$ cat src/sv/set_assoc_cache_tag_controller_unit_macros.svh
// assertion macros for the set-associative cache tag controller
// no dependencies; included by modules that assert
`ifndef SET_ASSOC_CACHE_TAG_CONTROLLER_UNIT_MACROS_SVH
`define SET_ASSOC_CACHE_TAG_CONTROLLER_UNIT_MACROS_SVH
`ifndef NO_ASSERTIONS
`define SACT_ASSERT_IMP(label, clk, rst_n, a, c, msg) \
	label: assert property (@(posedge clk) disable iff (!rst_n) (a) |-> (c)) else $error(msg);
`define SACT_ASSERT_NXT(label, clk, rst_n, a, c, msg) \
	label: assert property (@(posedge clk) disable iff (!rst_n) (a) |=> (c)) else $error(msg);
`else
`define SACT_ASSERT_IMP(label, clk, rst_n, a, c, msg)
`define SACT_ASSERT_NXT(label, clk, rst_n, a, c, msg)
`endif
`endif

$ cat src/sv/sact_ram.sv
// generic single-port synchronous ram, registered read
// no dependencies
`default_nettype none
module sact_ram #(
	parameter int WIDTH = 8,
	parameter int DEPTH = 16
) (
	input  wire logic                     clk,
	input  wire logic                     we,
	input  wire logic [$clog2(DEPTH)-1:0] addr,
	input  wire logic [WIDTH-1:0]         wdata,
	output logic      [WIDTH-1:0]         rdata
);
	logic [WIDTH-1:0] mem [DEPTH];
	always_ff @(posedge clk) begin
		if (we) begin
			mem[addr] <= wdata;
		end
		rdata <= mem[addr];
	end
endmodule
`default_nettype wire

$ cat config.mk
export PLATFORM = sky130hd
export DESIGN_NAME = sact_ram
export DESIGN_NICKNAME = d
export VERILOG_FILES = /design/src/sv/set_assoc_cache_tag_controller_unit_macros.svh /design/src/sv/sact_ram.sv
export SDC_FILE = /design/constraint.sdc
export NUM_CORES = 1
export LEC_CHECK = 0
export ABC_AREA = 1
export BUFFER_PORTS_ARGS = -buffer_cell sky130_fd_sc_hd__buf_2
export CAP_MARGIN = 15
export CORE_UTILIZATION = 50
export CTS_BUF_LIST = sky130_fd_sc_hd__clkbuf_8
export DETAILED_ROUTE_END_ITERATION = 10
export PLACE_DENSITY = 0.67
export SLEW_MARGIN = 20
export SYNTH_ARGS = -nofsm -noshare
export SYNTH_HDL_FRONTEND = slang
export SYNTH_SLANG_ARGS = --single-unit
$ cat constraint.sdc
create_clock -name clk -period 1.8 [get_ports clk]
set_input_delay 0 -clock clk [delete_from_list [all_inputs] [get_ports clk]]
set_output_delay 0 -clock clk [all_outputs]
set_load 0.01 [all_outputs]
==> results of run 1 <==
[cells in the mapped netlist]
cell type	count
buf_2	12
buf_4	6
clkbuf_1	3
clkinv_1	1
dfxtp_1	8
edfxtp_1	128
inv_1	21
inv_2	1
nand2_1	346
nand3_1	4
nor2_1	18
[logic make-up after synthesis]
logic type / share of synthesized area
buf+inv: 0.0362
flops: 0.716
simple gates: 0.248
[power by group]
part | internal (mW) | switching (mW)
Clock | 1.76 | 1.13
Sequential | 3.54 | 0.0190
Combinational | 0.126 | 0.313
Total | 5.42 | 1.46
[layer usage]
layer | track usage | wire (um) | part of all wire | up-vias
li1 | - | - | - | 1833
met1 | 0.294 | 5140 | 0.43 | 1757
met2 | 0.378 | 6040 | 0.50 | 94
met3 | 0.0460 | 550 | 0.046 | 16
met4 | 0.111 | 249 | 0.021 | 0
met5 | 0 | 0 | 0 | -
[flip-flops by register name, summed over array words and instances (netlist names)]
| register | flops |
|---|---|
| mem | 128 |
| rdata | 8 |
[worst max-delay path: cells and delay by family]
kind                   cells  cell delay, ns
buffers and inverters      4            0.67
and+or+nand+nor            2            0.50
[path summary, 6_finish.rpt]
path,start,endpoint,slack (ns),depth (start not counted)
setup / recovery,addr[1],mem[12][3],0.76,6
hold / removal,wdata[3],mem[1][3],0.02,1
setup reg to reg,mem[0][1],rdata[1],0.79,8
hold reg to reg,mem[11][5],rdata[5],0.71,8
[area by class of cell]
class / instances / area [sq um] / area share
Inverter: 23 / 86.3 / 0.0134
Clock inverter: 12 / 196 / 0.0306
Sequential cell: 136 / 4000 / 0.623
Tap cell: 140 / 175 / 0.0273
Timing Repair Buffer: 45 / 303 / 0.0471
Clock buffer: 20 / 275 / 0.0428
Multi-Input combinational cell: 368 / 1390 / 0.216
==> out/metrics.csv, run 1 <==
metric,value,unit
wl_per_cell,16.1,um
syn_area,5590,sq um
drt-total-wl,12000,um
post_synth_num_cell_types,11,
cp.arrival,1.17,ns
diodes,0,
cp_cell_sequence,"buf_2, clkinv_1, buf_4, nand3_1, nor2_1, buf_4",
vdd_drop_max,0.630,mV
worst_path_max_delay_cell,buf_4,
h-tree-depth,4,
ys_ff_latch,136,
place_congestion,0.868,
post_cts_resized,0,
worst_pin_slew,0.681,ns
slowest_delay,0.31,ns
status,"complete, no violations",
grt_pass1_wl,19200,um
hold_violations,0,
clock_sinks,136,
synthTopCellsByArea,"edfxtp_1 (69%), nand2_1 (23%), dfxtp_1 (2.9%)",
rows,38,
total_power,6.88,mW
grt_pass1_vias,3723,
place_ws,0.313,ns
placed_area,5930,sq um
holdCritPathClass,in -> reg,
cp.required,1.93,ns
yosysTopAreaCellShare,0.687,
initial_utilization,0.514,
whs,0.0221,ns
crit_type,in -> reg,
post-route-period-util,0.577,
ios,22,
crit_fanout,33,
slew_viol_final,0,
dr_total_vias,3700,
drc,0,
syn_inst,548,
tns,0,ns
die_w,108,um
max_cap_viol_count,0,
fin_util,0.590,
clock_latency,0.42,ns
drive_gt1_frac,0.126,
design_area,6430,sq um
portBuffers,21,
dp.cells,710,
cts_buffers,17,
fp.coreArea,10900,sq um
setup_viol,0,
final_cells,744,
endpoint_kind,register,
grt_max_degree,41,
ys_seq_area_frac,0.716,
final_antenna_net_count,0,
critPathLaunchType,input port,
slew_headroom,0.544,
area_growth,14.9,%
skew,0.00909,ns
synthesis.nets,562,
layout_common_cells,"nand2_1 (346), edfxtp_1 (128), inv_1 (21), buf_2 (21), buf_4 (21)",
cts_tree,built,
yosysTopAreaCell,edfxtp_1,
die_area,11600,sq um
clock_path_buffers,2,
hpwl,7590,um
die_h,108,um
layout_setup_ws,0.761,ns
fin_nets,605,
layout_commonest_cell,nand2_1,
leakage,2.79,nW
avgSynthCellArea,10.2,sq um
rsz0062_at_grt,false,
grt_use_total,0.231,
drt-initial-drc-count,153,
ys_warn_count,0,
antenna_found_initial,0,
cts_hold_buf,1,
fillCellCount,885,
fmax,962,MHz
cts_root_buf,clkbuf_8,
clk_pin_slew,0.07,ns
grt_overflow,0,
power_density,1070,nW/um^2
drtPass1Iterations,5,
postCtsSetupRepairBufs,0,
path_common_cell,buf_4,
min_period,1.04,ns
vias_per_cell,4.97,
Note: power is estimated with default switching activity, not from simulation.
==> run 2: changes to the inputs <==
--- a/config.mk
+++ b/config.mk
@@ -11,7 +11,7 @@
 export CORE_UTILIZATION = 50
 export CTS_BUF_LIST = sky130_fd_sc_hd__clkbuf_8
 export DETAILED_ROUTE_END_ITERATION = 10
-export PLACE_DENSITY = 0.67
+export PLACE_DENSITY = 0.69
 export SLEW_MARGIN = 20
 export SYNTH_ARGS = -nofsm -noshare
 export SYNTH_HDL_FRONTEND = slang
==> constraint.sdc (replaced) <==
create_clock -name clk -period 0.95 [get_ports clk]
set_input_delay 0 -clock clk [delete_from_list [all_inputs] [get_ports clk]]
set_output_delay 0 -clock clk [all_outputs]
set_load 0.01 [all_outputs]
==> run 2 against run 1 <==
- the flow now finishes with violations (negative setup slack)
- total power up 79%
- critical path depth up 2
- cell area up 2.4%
- worst hold slack worse by 0.014 ns
- sequential power up 90%
- clock skew up 0.0037 ns
- critical endpoint is now rdata[6]
- largest cell class unchanged
- combinational power up 120%
- non-clock buffer count down 1
==> out/metrics.csv, run 2 (synthesis results as in run 1) <==
metric,value,unit,change
post-route-period-util,1.02,,
critPathLaunchType,register,,
hold_violations,0,,unchanged
endpoint_kind,register,,
vias_per_cell,5.10,,+2.7%
die_h,108,um,unchanged
layout_commonest_cell,nand2_1,,
wl_per_cell,16.4,um,+2.0%
antenna_found_initial,0,,unchanged
place_congestion,0.913,,+5.1%
tns,-0.0693,ns,-0.0693 ns
hpwl,8090,um,+6.7%
leakage,2.75,nW,-1.3%
diodes,0,,unchanged
fillCellCount,894,,+1.0%
whs,0.00842,ns,-0.0137 ns
dr_total_vias,3793,,+2.5%
largest_reg_flops,128,,unchanged
cp.arrival,1.31,ns,+0.14 ns
layout_setup_ws,-0.0191,ns,-0.780 ns
layout_common_cells,"nand2_1 (343), edfxtp_1 (128), buf_2 (19), inv_1 (18), clkbuf_8 (17)",,
portBuffers,21,,unchanged
die_w,108,um,unchanged
crit_type,reg -> reg,,
slew_headroom,0.729,,+0.185
max_flop_register,mem,,
slew_viol_final,0,,unchanged
grt_use_total,0.234,,+0.00334
drc,0,,unchanged
violations,negative setup slack,,
clock_path_buffers,2,,unchanged
reg.largest.list,"mem (128), rdata (8)",,
power_density,1870,nW/um^2,+75%
drtPass1Iterations,4,,-1
grt_pass1_vias,3804,,+2.2%
clock_latency,0.44,ns,+0.02 ns
initial_utilization,0.514,,unchanged
fmax,1030,MHz,
cts_root_buf,clkbuf_8,,
fin_nets,604,,-0.17%
area_growth,17.6,%,
grt_max_degree,33,,-20%
cts_tree,built,,
skew,0.0128,ns,+0.00368 ns
die_area,11600,sq um,unchanged
holdCritPathClass,in -> reg,,
postCtsSetupRepairBufs,0,,unchanged
setup_viol,8,,+8
grt_pass1_wl,19500,um,+1.5%
fp.coreArea,10900,sq um,unchanged
total_power,12.3,mW,+79%
final_antenna_net_count,0,,unchanged
grt_overflow,0,,unchanged
drive_gt1_frac,0.171,,+0.0450
ios,22,,unchanged
crit_fanout,1,,-97%
rows,38,,unchanged
min_period,0.969,ns,
status,finished with violations,,
worst_pin_slew,0.406,ns,-0.275 ns
cp.required,1.29,ns,-0.64 ns
max_cap_viol_count,0,,unchanged
drt-total-wl,12200,um,+1.9%
fin_util,0.604,,+0.0140
cts_buffers,17,,unchanged
clock_sinks,136,,unchanged
clk_pin_slew,0.08,ns,about the same
rsz0062_at_grt,true,,
drt-initial-drc-count,145,,-5.2%
h-tree-depth,4,,unchanged
vdd_drop_max,1.65,mV,+160%
[run 2: area by class of cell]
type                            instances  area [sq um]  share of cell area
Tap cell                              140           175              0.0266
Clock buffer                           17           234              0.0356
Timing Repair Buffer                   44           340              0.0517
Clock inverter                         15           153              0.0232
Inverter                               23           101              0.0154
Multi-Input combinational cell        368          1570               0.238
Sequential cell                       136          4010               0.609
[run 2: critical path, stage by stage (launching register included)]
cell,delay [ns]
edfxtp_1,0.37
nand2_1,0.08
nand2_1,0.06
nand2_1,0.07
nand2_1,0.07
nand2_1,0.07
nand2_1,0.06
inv_1,0.06
nand2_1,0.05
[run 2: final timing paths]
kind | depth (start not counted) | endpoint | start | slack (ns)
max | 8 | rdata[6] | mem[6][6] | -0.02
min | 1 | mem[3][5] | wdata[5] | 0.008
max reg2reg | 8 | rdata[6] | mem[6][6] | -0.02
min reg2reg | 8 | rdata[7] | mem[9][7] | 0.71
[run 2: power breakdown]
group,internal (mW),leakage (nW),switching (mW)
registers,6.70,1.22,0.0478
clock network,2.33,0.184,2.30
logic,0.303,1.34,0.645
total,9.34,2.75,3.00
[run 2: through the flow]
step           std cells  instance area, sq um  worst slack, ns
2_1_floorplan        548                  5830         -0.00112
3_3_place_gp         706                  6120           -0.176
3_5_place_dp         706                  6120           -0.193
4_1_cts              743                  6570          -0.0257
5_1_grt              743                  6580           -0.108
6_report             743                  6580          -0.0191
[run 2: layer usage]
layer	up-vias	GRT usage	part of all wire
li1	1841	-	-
met1	1816	0.298	0.43
met2	124	0.397	0.51
met3	12	0.0460	0.054
met4	0	0.0871	0.012
met5	-	0	0
[run 2: timing repair]
action,4_1_cts,5_1_grt
endpoints found under the hold margin,72,0
gates resized for setup,7,3
endpoints found under the setup margin,10,8
cloned,0,0
hold buffers,5,0
pin swaps,32,17
==> run 3: changes to the inputs <==
==> constraint.sdc (replaced) <==
create_clock -name clk -period 0.95 [get_ports clk]
set_input_delay 0.19 -clock clk [delete_from_list [all_inputs] [get_ports clk]]
set_output_delay 0.19 -clock clk [all_outputs]
set_load 0.01 [all_outputs]
==> run 3 against run 2 <==
- sequential power is essentially flat
- sequential cell count unchanged
- register-to-register slack got worse by 0.03 ns
- critical endpoint is now rdata[0]
- routed wire length up 1.1%
- clock power increased by 1%
- critical path depth is 7 lower
- largest cell class unchanged
- utilization increased by 2.0 points
- die area unchanged
- global-route usage is 0.20 points higher
- clock skew shrank 0.0033 ns
- the flow still finishes with violations (negative setup slack)
==> out/metrics.csv, run 3 (synthesis results as in run 1) <==
metric,value,unit,change
status,finished with violations,,
violations,negative setup slack,,
critPathLaunchType,register,,
diodes,0,,unchanged
switching_share,0.231,,-0.0116
clock_path_buffers,2,,unchanged
layout_commonest_cell,nand2_1,,
cts_root_buf,clkbuf_8,,
cp.arrival,0.89,ns,-0.42 ns
fp.coreArea,10900,sq um,unchanged
final_antenna_net_count,0,,unchanged
reg2reg_depth,8,,unchanged
initial_utilization,0.514,,unchanged
hold_violations,0,,unchanged
grt_max_degree,36,,+9.1%
clock_latency,0.43,ns,about the same
min_path_cells,2,,+1
die_area,11600,sq um,unchanged
worst-path-buf-inv,1,,unchanged
antenna_found_initial,0,,unchanged
cp_cell_sequence,buf_6,,
slowest_delay,0.36,ns,about the same
vdd_drop_max,1.06,mV,-36%
crit_type,reg -> out,,
largest_reg_flops,128,,unchanged
whs,0.122,ns,+0.114 ns
crit_cells,1,,-7
skew,0.00951,ns,-0.00327 ns
crit_fanout,1,,unchanged
cts_tree,built,,
fmax,930,MHz,-9.9%
fin_nets,605,,+0.17%
drive_gt1_frac,0.222,,+0.0514
grt_overflow,0,,unchanged
ios,22,,unchanged
grt_pass1_vias,3686,,-3.1%
rsz0062_at_grt,true,,
clock_sinks,136,,unchanged
hpwl,7940,um,-1.9%
drt-initial-drc-count,285,,+97%
critPathTopFamily,flip-flops,,
dr_total_vias,3807,,+0.37%
place_ws,-0.458,ns,-0.266 ns
clk_pin_slew,0.08,ns,about the same
drtPass1Iterations,5,,+1
setup_viol,15,,+7
share_comb_of_total_power,0.086,,+0.009
min_period,1.08,ns,+0.106 ns
cts_buffers,17,,unchanged
fin_util,0.625,,+0.0203
grt_use_total,0.236,,+0.00200
rows,38,,unchanged
slew_viol_final,0,,unchanged
worst_path_max_delay_cell,dfxtp_2,,
portBuffers,21,,unchanged
die_h,108,um,unchanged
fillCellCount,855,,-4.4%
endpoint_kind,output port,,
worst_pin_slew,0.360,ns,-0.0460 ns
placed_area,6270,sq um,+2.5%
leakage,2.82,nW,+2.7%
clockPowerShare,0.375,,about the same
drc,0,,unchanged
seqPwrFrac,0.538,,-0.009
die_w,108,um,unchanged
reg.largest.list,"mem (128), rdata (8)",,
power.switching,2.90,mW,-3.2%
grt_pass1_wl,19600,um,+0.78%
cp.required,0.76,ns,-0.53 ns
holdCritPathClass,in -> reg,,
power_density,1840,nW/um^2,-1.7%
area_growth,21.6,%,
layout_common_cells,"nand2_1 (322), edfxtp_1 (128), nand2_2 (24), nor2_4 (18), clkbuf_8 (17)",,
design_area,6800,sq um,+3.4%
layout_setup_ws,-0.125,ns,-0.106 ns
place_congestion,0.888,,-2.7%
max_flop_register,mem,,
h-tree-depth,4,,unchanged
p_int,9.63,mW,+3.2%
wl_per_cell,16.6,um,+1.1%
slew_headroom,0.760,,+0.0307
vias_per_cell,5.12,,+0.37%
post-route-period-util,1.13,,+0.112
max_cap_viol_count,0,,unchanged
drt-total-wl,12300,um,+1.1%
-- run 3: final timing paths --
path | slack, ns | from | endpoint
worst min register to register | 0.72 | mem[11][0] | rdata[0]
worst min-delay path | 0.12 | wdata[2] | mem[1][2]
worst max register to register | -0.05 | mem[7][7] | rdata[7]
worst max-delay path | -0.13 | rdata[0] | rdata[0]
-- run 3: power by group through the flow --
stage / clock network, mW / logic, mW / registers [mW]
floorplan: 0 / 0.560 / 6.89
global placement: 0 / 1.00 / 6.87
detailed placement: 0 / 1.01 / 6.87
CTS: 4.75 / 1.04 / 6.74
global route: 5.02 / 1.19 / 6.76
finish: 4.70 / 1.08 / 6.75
-- run 3: timing repair --
action / in CTS / in global routing
setup endpoints to repair: 27 / 51
buffers inserted: 2 / 0
hold buffers: 0 / 0
gates resized for setup: 12 / 27
endpoints found under the hold margin: 0 / 0
cloned: 0 / 0
pin swaps: 24 / 37
-- run 3: per-layer routing --
metal  GRT usage  share of wire  vias to the layer above
li1            -              -                     1846
met1       0.338           0.46                     1782
met3      0.0490          0.066                       25
met5           0              0                        -
met4      0.0949          0.024                        0
met2       0.353           0.46                      154
-- run 3: final cells by class --
cell class,count,area (sq um),area share
well taps,140,175,0.0258
repair buffers,45,479,0.0705
clock inverters,14,160,0.0236
flip-flops and latches,136,4010,0.590
multi-input cells,368,1630,0.240
inverters,23,111,0.0164
clock buffers,17,234,0.0344
-- run 3: metrics by stage --
step / total power [mW] / std cells / TNS, ns
CTS: 12.5 / 743 / -1.07
finish: 12.5 / 743 / -0.964
floorplan: 7.45 / 548 / -20.72
global placement: 7.87 / 710 / -50.33
global route: 13.0 / 743 / -1.85
detailed placement: 7.88 / 710 / -52.81
